### src/pxsc_pkg.sv
package pxsc_pkg;

    localparam int unsigned WORD_W    = 32;
    localparam int unsigned HALF_W    = 16;
    localparam int unsigned CMD_W     = 2;
    localparam int unsigned PAD_W     = 2;
    localparam int unsigned CFG_IDX_W = 1;

    localparam logic [CMD_W-1:0] CMD_SEND       = 2'd0;
    localparam logic [CMD_W-1:0] CMD_RECV       = 2'd1;
    localparam logic [CMD_W-1:0] CMD_SERVER_KEY = 2'd2;

    localparam logic [CFG_IDX_W-1:0] CFG_PACKET_KEY  = 1'b0;
    localparam logic [CFG_IDX_W-1:0] CFG_INITIAL_KEY = 1'b1;

    localparam logic [WORD_W-1:0] MUL_CONST      = 32'd241103;
    localparam logic [WORD_W-1:0] ADD_CONST      = 32'd2533101;
    localparam logic [WORD_W-1:0] INIT_KEY_RESET = 32'h6079_8607;

    typedef struct packed {
        logic [CMD_W-1:0]  command;
        logic [WORD_W-1:0] data_word;
        logic              end_of_packet;
        logic [PAD_W-1:0]  pad_bytes;
    } pxsc_in_t;

    typedef struct packed {
        logic [WORD_W-1:0] result_word;
        logic              result_last;
    } pxsc_out_t;

    // key state carried between words
    typedef struct packed {
        logic [WORD_W-1:0] send_key;
        logic [WORD_W-1:0] recv_key;
        logic [WORD_W-1:0] server_key;
        logic              first_done;
    } pxsc_state_t;

    typedef struct packed {
        logic        has_result;
        pxsc_out_t   result;
        pxsc_state_t state_next;
    } pxsc_core_out_t;

    function automatic logic [HALF_W-1:0] half_map(input logic [HALF_W-1:0] x);
        logic [WORD_W-1:0] v;
        v = WORD_W'(WORD_W'(x) * MUL_CONST + ADD_CONST);
        return v[WORD_W-1:HALF_W];
    endfunction

    function automatic logic [WORD_W-1:0] derive_key(input logic [WORD_W-1:0] cipher,
                                                     input logic [WORD_W-1:0] pkt_key);
        return {half_map(cipher[WORD_W-1:HALF_W]), half_map(cipher[HALF_W-1:0])} ^ pkt_key;
    endfunction

    // top bytes taken from the key on a padded last receive word
    function automatic logic [WORD_W-1:0] pad_mask(input logic [PAD_W-1:0] pad);
        logic [WORD_W-1:0] m;
        unique case (pad)
            2'd0: m = 32'h0000_0000;
            2'd1: m = 32'hFF00_0000;
            2'd2: m = 32'hFFFF_0000;
            2'd3: m = 32'hFFFF_FF00;
            default: m = 32'h0000_0000;
        endcase
        return m;
    endfunction

endpackage

### src/pxsc_core.sv
module pxsc_core (
    input  pxsc_pkg::pxsc_in_t          item,
    input  pxsc_pkg::pxsc_state_t       state,
    input  logic [pxsc_pkg::WORD_W-1:0] packet_key,
    output pxsc_pkg::pxsc_core_out_t    core_out
);

    logic [pxsc_pkg::WORD_W-1:0] mask;
    logic [pxsc_pkg::WORD_W-1:0] recv_word;
    logic [pxsc_pkg::WORD_W-1:0] send_res;
    logic [pxsc_pkg::WORD_W-1:0] recv_res;
    logic [pxsc_pkg::WORD_W-1:0] recv_key_new;

    always_comb begin
        mask = item.end_of_packet ? pxsc_pkg::pad_mask(item.pad_bytes) : '0;
        recv_word = (item.data_word & ~mask) | (state.recv_key & mask);
        send_res = item.data_word ^ state.send_key;
        recv_res = recv_word ^ state.recv_key;
        recv_key_new = pxsc_pkg::derive_key(recv_word, packet_key);
    end

    always_comb begin
        core_out.has_result         = 1'b0;
        core_out.result.result_word = send_res;
        core_out.result.result_last = item.end_of_packet;
        core_out.state_next         = state;
        unique case (item.command)
            pxsc_pkg::CMD_SEND: begin
                core_out.has_result          = 1'b1;
                core_out.state_next.send_key = pxsc_pkg::derive_key(send_res, packet_key);
            end
            pxsc_pkg::CMD_RECV: begin
                core_out.has_result          = 1'b1;
                core_out.result.result_word  = recv_res;
                core_out.state_next.recv_key = recv_key_new;
                // first receive packet closes: merge the server key into both keys
                if (item.end_of_packet && !state.first_done) begin
                    core_out.state_next.recv_key   = recv_key_new | state.server_key;
                    core_out.state_next.send_key   = state.send_key | state.server_key;
                    core_out.state_next.first_done = 1'b1;
                end
            end
            pxsc_pkg::CMD_SERVER_KEY: begin
                if (!state.first_done) begin
                    core_out.state_next.server_key = item.data_word;
                end
            end
            default: begin
                core_out.has_result = 1'b0;
            end
        endcase
    end

endmodule

### src/packet_xor_stream_cipher_top.sv
// Word-wise XOR stream cipher with ciphertext feedback, separate send and
// receive keys.
// s_ channel: one beat per word (command, data_word, end_of_packet,
// pad_bytes). Send and receive beats each give one m_ beat (result_word,
// result_last); server key beats and unused commands give none.
// cfg channel: cfg_index 0 writes packet_key, 1 writes initial_key and
// restarts the session (both keys reloaded, server key cleared). cfg_ready
// is always high; write only while no word is in flight.
// Path: a beat taken on s_ waits in the input register, and its result is
// registered into the result register on m_. One word per cycle while m_ready
// is high: each word's key update (two 16x18 constant multiplies, add, XOR)
// completes as it leaves the input register, so the next word sees the new key.
// Reset: synchronous, active low; keys load 0x60798607, packet_key 0,
// both stages empty.
// Stall: with m_ready low the result register holds, and s_ready drops once
// the input register holds a send or receive word, until m_ready returns.
module packet_xor_stream_cipher_top (
    input  logic                           aclk,
    input  logic                           aresetn,
    input  logic                           s_valid,
    output logic                           s_ready,
    input  pxsc_pkg::pxsc_in_t             s_payload,
    output logic                           m_valid,
    input  logic                           m_ready,
    output pxsc_pkg::pxsc_out_t            m_payload,
    input  logic                           cfg_valid,
    output logic                           cfg_ready,
    input  logic [pxsc_pkg::CFG_IDX_W-1:0] cfg_index,
    input  logic [pxsc_pkg::WORD_W-1:0]    cfg_data
);

    pxsc_pkg::pxsc_in_t          in_reg;
    logic                        in_valid_reg, in_valid_next;
    pxsc_pkg::pxsc_out_t         out_reg;
    logic                        out_valid_reg, out_valid_next;
    pxsc_pkg::pxsc_state_t       state_reg, state_next;
    logic [pxsc_pkg::WORD_W-1:0] packet_key_reg;
    logic [pxsc_pkg::WORD_W-1:0] initial_key_reg;
    pxsc_pkg::pxsc_core_out_t    core_out;
    logic                        out_free;
    logic                        stage_fire;
    logic                        cfg_write;

    pxsc_core u_core (
        .item       (in_reg),
        .state      (state_reg),
        .packet_key (packet_key_reg),
        .core_out   (core_out)
    );

    assign cfg_ready  = 1'b1;
    assign cfg_write  = cfg_valid && cfg_ready;
    assign out_free   = !out_valid_reg || m_ready;
    assign stage_fire = in_valid_reg && (!core_out.has_result || out_free);
    assign s_ready    = !in_valid_reg || stage_fire;
    assign m_valid    = out_valid_reg;
    assign m_payload  = out_reg;

    always_comb begin
        in_valid_next = in_valid_reg;
        if (s_valid && s_ready) begin
            in_valid_next = 1'b1;
        end else if (stage_fire) begin
            in_valid_next = 1'b0;
        end

        out_valid_next = out_valid_reg;
        if (stage_fire && core_out.has_result) begin
            out_valid_next = 1'b1;
        end else if (m_ready) begin
            out_valid_next = 1'b0;
        end

        state_next = state_reg;
        if (cfg_write && cfg_index == pxsc_pkg::CFG_INITIAL_KEY) begin
            state_next.send_key   = cfg_data;
            state_next.recv_key   = cfg_data;
            state_next.server_key = '0;
            state_next.first_done = 1'b0;
        end else if (stage_fire) begin
            state_next = core_out.state_next;
        end
    end

    always_ff @(posedge aclk) begin
        if (!aresetn) begin
            in_valid_reg         <= 1'b0;
            out_valid_reg        <= 1'b0;
            packet_key_reg       <= '0;
            initial_key_reg      <= pxsc_pkg::INIT_KEY_RESET;
            state_reg.send_key   <= pxsc_pkg::INIT_KEY_RESET;
            state_reg.recv_key   <= pxsc_pkg::INIT_KEY_RESET;
            state_reg.server_key <= '0;
            state_reg.first_done <= 1'b0;
        end else begin
            in_valid_reg  <= in_valid_next;
            out_valid_reg <= out_valid_next;
            state_reg     <= state_next;
            if (cfg_write) begin
                unique case (cfg_index)
                    pxsc_pkg::CFG_PACKET_KEY:  packet_key_reg  <= cfg_data;
                    pxsc_pkg::CFG_INITIAL_KEY: initial_key_reg <= cfg_data;
                    default: ;
                endcase
            end
        end
    end

    always_ff @(posedge aclk) begin
        if (s_valid && s_ready) begin
            in_reg <= s_payload;
        end
        if (stage_fire && core_out.has_result) begin
            out_reg <= core_out.result;
        end
    end

`ifndef SYNTHESIS
    // session flag only clears on a restart through initial_key
    assert property (@(posedge aclk) disable iff (!aresetn)
        $fell(state_reg.first_done) |->
            $past(cfg_write && cfg_index == pxsc_pkg::CFG_INITIAL_KEY))
        else $error("first packet flag cleared without restart");

    // server key is frozen from the end of the first receive packet until a restart
    assert property (@(posedge aclk) disable iff (!aresetn)
        !$stable(state_reg.server_key) |->
            (!$past(state_reg.first_done) || $past(cfg_write)))
        else $error("server key changed after first packet");

    // a result beat only appears from a word in the input register
    assert property (@(posedge aclk) disable iff (!aresetn)
        $rose(out_valid_reg) |-> $past(in_valid_reg && core_out.has_result))
        else $error("result beat without source word");

    // initial_key register and live keys agree right after a restart
    assert property (@(posedge aclk) disable iff (!aresetn)
        $past(cfg_write && cfg_index == pxsc_pkg::CFG_INITIAL_KEY) |->
            (state_reg.send_key == initial_key_reg &&
             state_reg.recv_key == initial_key_reg))
        else $error("keys not reloaded on restart");
`endif

endmodule

### config.mk
export PLATFORM = sky130hd
export DESIGN_NAME = packet_xor_stream_cipher_top
export DESIGN_NICKNAME = d
export VERILOG_FILES = /design/src/pxsc_pkg.sv /design/src/pxsc_core.sv /design/src/packet_xor_stream_cipher_top.sv
export SDC_FILE = /design/constraint.sdc
export NUM_CORES = 2
export LEC_CHECK = 0
export BUFFER_PORTS_ARGS = -buffer_cell sky130_fd_sc_hd__buf_4
export CAP_MARGIN = 20
export CORE_MARGIN = 5
export CORE_UTILIZATION = 50
export DETAILED_ROUTE_END_ITERATION = 7
export PLACE_DENSITY = 0.64
export RECOVER_POWER = 50
export SYNTH_ARGS = -nofsm -noshare
export SYNTH_HDL_FRONTEND = slang
export SYNTH_HIERARCHICAL = 1
export SYNTH_SLANG_ARGS = --single-unit
export TNS_END_PERCENT = 5
### constraint.sdc
create_clock -name aclk -period 9.74 [get_ports aclk]
set_clock_uncertainty 0.2 [all_clocks]
set_input_delay 0 -clock aclk [delete_from_list [all_inputs] [get_ports aclk]]
set_output_delay 0 -clock aclk [all_outputs]
set_load 0.02 [all_outputs]
; ---- After elaboration in Yosys (flattened, before gate mapping)
; Index checks and enable logic that the tools add are counted.
; Widths: inputs -> output; s select.
[classes]
muxes = 17
add_sub_neg = 4
n_bitwise = 13
eq_ne = 6
n_reduce_logical = 26
mul = 4
[ops]
columns = cell, count
row1 = $mux 97, 2
row2 = $mux 32, 5
row3 = $add 32x22->32 const B, 4
row4 = $mul 16x18->32 const B, 4
row5 = $pmux 32 s4, 1
row6 = $xor 32x32->32, 4
row7 = $or 32x32->32, 3
row8 = $and 32x32->32, 2
row9 = $mux 64, 1
row10 = $pmux 32 s2, 1
row11 = $not 32->32, 1
row12 = $reduce_and 3->1, 3
row13 = $reduce_bool 2->1, 4
row14 = $mux 1, 7
row15 = $eq 2x2->1 const B, 3
row16 = $logic_and 1x1->1, 5
row17 = $eq 2x1->1 const B, 2
row18 = $logic_not 1->1, 4
row19 = $logic_not 2->1, 2
row20 = $reduce_and 2->1, 2
row21 = $reduce_or 2->1, 2
row22 = $logic_or 1x1->1, 3
row23 = $ne 3x2->1 const B, 1
row24 = $not 1->1, 3
row25 = $reduce_bool 3->1, 1
[totals]
out_inout_bits = 36
ff_bits = 201
wordCells = 83

; ---- Depth between registers and ports, before layout
[depth]
depth_word = 14
depth_mapped = 28
ltp_nobuf = 27

; ---- Cells and area by module
; The synthesis kept the hierarchy.
[by_module_without_submodules]
columns = module, area_per_inst_um2, instances, cells_per_inst
row1 = pxsc_core, 27166.1, 1, 2856
row2 = packet_xor_stream_cipher_top, 7604.8, 1, 713

; ---- Worst setup path before layout
; Ideal clock, no wire load.
[synth_path]
path_type = flip-flop to flip-flop
start = register in_reg[23] (netlist bit)
end = register state_reg[94] (netlist bit)
path_slack_ns = 2.693
setup_ns = 0.091
path_buffers = 0
stages_incl_launch_ff = 25
arrival_ns = 6.756
period_less_slack_ns = 7.047
path_cell_list = edfxtp_1 > xor2_1 > inv_1 > fa_1 > inv_1 > fa_1 > inv_1 > fa_1 > inv_1 > fa_1 > inv_1 > fa_1 > fa_1 > inv_1 > ha_1 > or4_4 > a311oi_2 > a21oi_1 > or2_4 > a31oi_2 > o21ai_1 > a211o_1 > a21oi_1 > nor2_1 > a311oi_1
[synth_rtl]
columns = element, line_no
row1 = start: declaration, packet_xor_stream_cipher_top.sv:32  ; pxsc_pkg::pxsc_in_t in_reg;
row2 = start signal: assignment, packet_xor_stream_cipher_top.sv:111  ; in_reg <= s_payload;
row3 = end signal: assignment, packet_xor_stream_cipher_top.sv:98  ; state_reg <= state_next;
row4 = end: declaration, packet_xor_stream_cipher_top.sv:36  ; pxsc_pkg::pxsc_state_t state_reg, state_next;

==> metrics.md <==
| Metric | Value |
|---|---|
| Status | `complete, but fails checks` |
| Failing checks | `max-capacitance violations, max-slew violations` |
| Max Slew Vio Count | `about 280` |
| Worst EP required | `about 10000 ps` |
| Pin count of the biggest net entering global routing | `76` |
| DP HPWL | `~76000 µm` |
| Routed length per instance | `19.8 µm` |
| Post-synth ARST share | `0%` |
| Area grow syn2layout | `10.8%` |
| Register area | `roughly 4700 µm²` |
| Die H | `274 µm` |
| CP Launch Type | `register` |
| Clock Tree Buf Depth | `3` |
| Detailed Route WL | `around 94000 µm` |
| Flops & latches, synth | `about 200` |
| CTS H-tree depth | `1` |
| Starting utilization of the core area | `around 51%` |
| PortBufs | `109` |
| Fmax | `~120 MHz` |
| Clk root buf | `clkbuf_16` |
| Core Region | `roughly 69000 µm²` |
| Die width | `~270 µm` |
| Post-CTS setup buffers | `0` |
| Final Cycle Share | `roughly 86%` |
| Routability cong. | `between 0.9 and 1` |
| RSZ-0062 raised after global routing | `no` |
| # setup viols final | `0` |
| Warnings from Yosys | `6` |
| Relative slew slack | `-165%` |
| Mean Syn Cell Area | `approximately 9.7 µm²` |
| Clk_lat worst skew | `about 530 ps` |
| Synth Instances | `around 3600` |
| 1st-iter DRT viols | `around 2000` |
| Sink Count | `around 200` |
| Num rows | `between 90 and 100` |
| MaxCap Viol Count | `6` |
| Total number of vias | `~26000` |
| Crit path DAT | `between 8000 and 9000 ps` |
| Layout Nets | `4949` |
| Worst min path class | `in2reg` |
| Post-layout minimum cycle time | `8330 ps` |
| Die footprint | `~75000 µm²` |
| Fillers | `between 6000 and 7000` |
| Multi-input gate area | `roughly 26000 µm²` |
| IO Pins | `between 100 and 150` |
| Crit path max-delay cell type | `mux2i_1` |
| Cts bufs inserted | `21` |
| Setup CP Type | `reg2reg` |
| CTS tree | `done` |
| Number of flops mapped to enable cells by yosys | `70` |
| Drt via density | `about 5.4` |
| Total negative slack | `0 ps` |
| Max reg flops | `97` |
| First-pass GRT wire length | `between 100000 and 150000 µm` |
| Max incr delay on CP | `about 600 ps` |
| Pre-antenna DRT Iters | `6` |
| Mapped Area | `approximately 35000 µm²` |
| Worst-path maximum fanout | `9` |
| Final ANT Viol Nets | `0` |
| Netlist cell types | `69` |
| Total GRT Usage | `about a quarter` |
| GRT Residual Overflow | `0` |
| Seq/Total Area, Yosys | `a little over an eighth` |
| # DRC | `0` |
| Clock-pin slew on the worst setup and hold paths | `~60 ps` |
| Share of layout cells above drive strength 1 | `roughly 5.9%` |
| Antenna violations before repair | `1` |
| Final Hold Vio Count | `0` |
| Most frequent cells in the layout | `inv_1 (898), fa_1 (559), ha_1 (533)` |
| Syn_nets | `~4700` |
| CP endpoint kind | `register` |
| Ys flop type | `dfxtp_1` |
| Vias in the first global route | `between 20000 and 30000` |
| Commonest non-fill, non-tap cell in the layout | `inv_1` |
| Worst-Margin Slew | `3980 ps` |
==> stage by stage <==
step / hold slack (ps) / cell area (µm²) / std cells / worst slack (ps) / util, %
6_report: 36.6 / 38500 / 4729 / 1410 / 56.0
5_1_grt: 40.0 / 38500 / 4728 / 867 / 56.0
4_1_cts: 2.82 / 38800 / 4728 / 1500 / 56.3
3_5_place_dp: -20.7 / 36500 / 4532 / 1530 / 53.1
3_3_place_gp: -21.9 / 36500 / 4532 / 1720 / 53.1
2_1_floorplan: -101 / 34800 / 3569 / 2690 / -
==> logic make-up (layout without fill, tap and decap cells) <==
| logic type | Yosys count | count (layout) | share of synthesized area, % |
|---|---|---|---|
| compound gates | 619 | 619 | 11.5 |
| xor+xnor | 197 | 197 | 4.96 |
| mux | 69 | 69 | 2.14 |
| fa+ha+maj | 1092 | 1092 | 51.4 |
| flops | 201 | 201 | 13.6 |
| buf+inv | 1010 | 1238 | 11.2 |
| other cells | 1 | 2 | 0.0108 |
| simple gates | 380 | 380 | 5.18 |
==> final cells by class <==
cell class                      count  share of cell area, %
Timing Repair Buffer              300                   6.31
Multi-Input combinational cell   2358                   67.9
Clock buffer                       29                   1.58
Tap cell                          931                   3.02
Sequential cell                   201                   12.3
Clock inverter                      9                  0.136
Antenna cell                        1                0.00649
Inverter                          900                   8.77
==> worst max-delay path: cells and delay by family (launching register included) <==
family	cells	cell delay, ps
muxes	1	610
adders and majority gates	7	3370
AOI/OAI and AO/OA	8	2240
and+or+nand+nor	3	600
buffers and inverters	5	620
DFF	1	490
xor gates and xnor gates	1	100
==> layer usage <==
layer	GRT usage [%]	part of all wire, %	vias up
met4	5.58	2.5	2
met3	4.30	7.5	138
met2	38.1	44	883
met5	0	0.014	-
li1	-	-	11900
met1	37.7	47	12600
==> synth_stat cells (50+ instances only) <==
| cell | count | area [µm²] |
|---|---|---|
| nand2_1 | 123 | 462 |
| nand3_1 | 92 | 460 |
| a21oi_1 | 210 | 1050 |
| ha_1 | 533 | 6670 |
| xor2_1 | 66 | 578 |
| o21ai_0 | 140 | 701 |
| fa_1 | 559 | 11200 |
| xnor2_1 | 131 | 1150 |
| edfxtp_1 | 70 | 2100 |
| inv_1 | 898 | 3370 |
| a31oi_1 | 50 | 313 |
| nor2_1 | 66 | 248 |
| clkbuf_1 | 56 | 210 |
| dfxtp_1 | 131 | 2620 |
==> path summary, 6_finish.rpt <==
check / start / to / slack (ps) / cells past startpoint
max reg2reg: in_reg[2] / state_reg[63] / 1410 / 25
max: in_reg[2] / state_reg[63] / 1410 / 25
min reg2reg: state_reg[4] / state_reg[4] / 310 / 2
min: s_payload[10] / in_reg[10] / 40 / 2
==> what timing repair did <==
item / in CTS / in global routing
resized for setup: 0 / 0
endpoints found under the hold margin: 135 / 0
hold buffers: 158 / 0
Power is left out: the tool's default activity adds up to more than one toggle a clock period on the data nets, which glitch-free logic cannot reach.
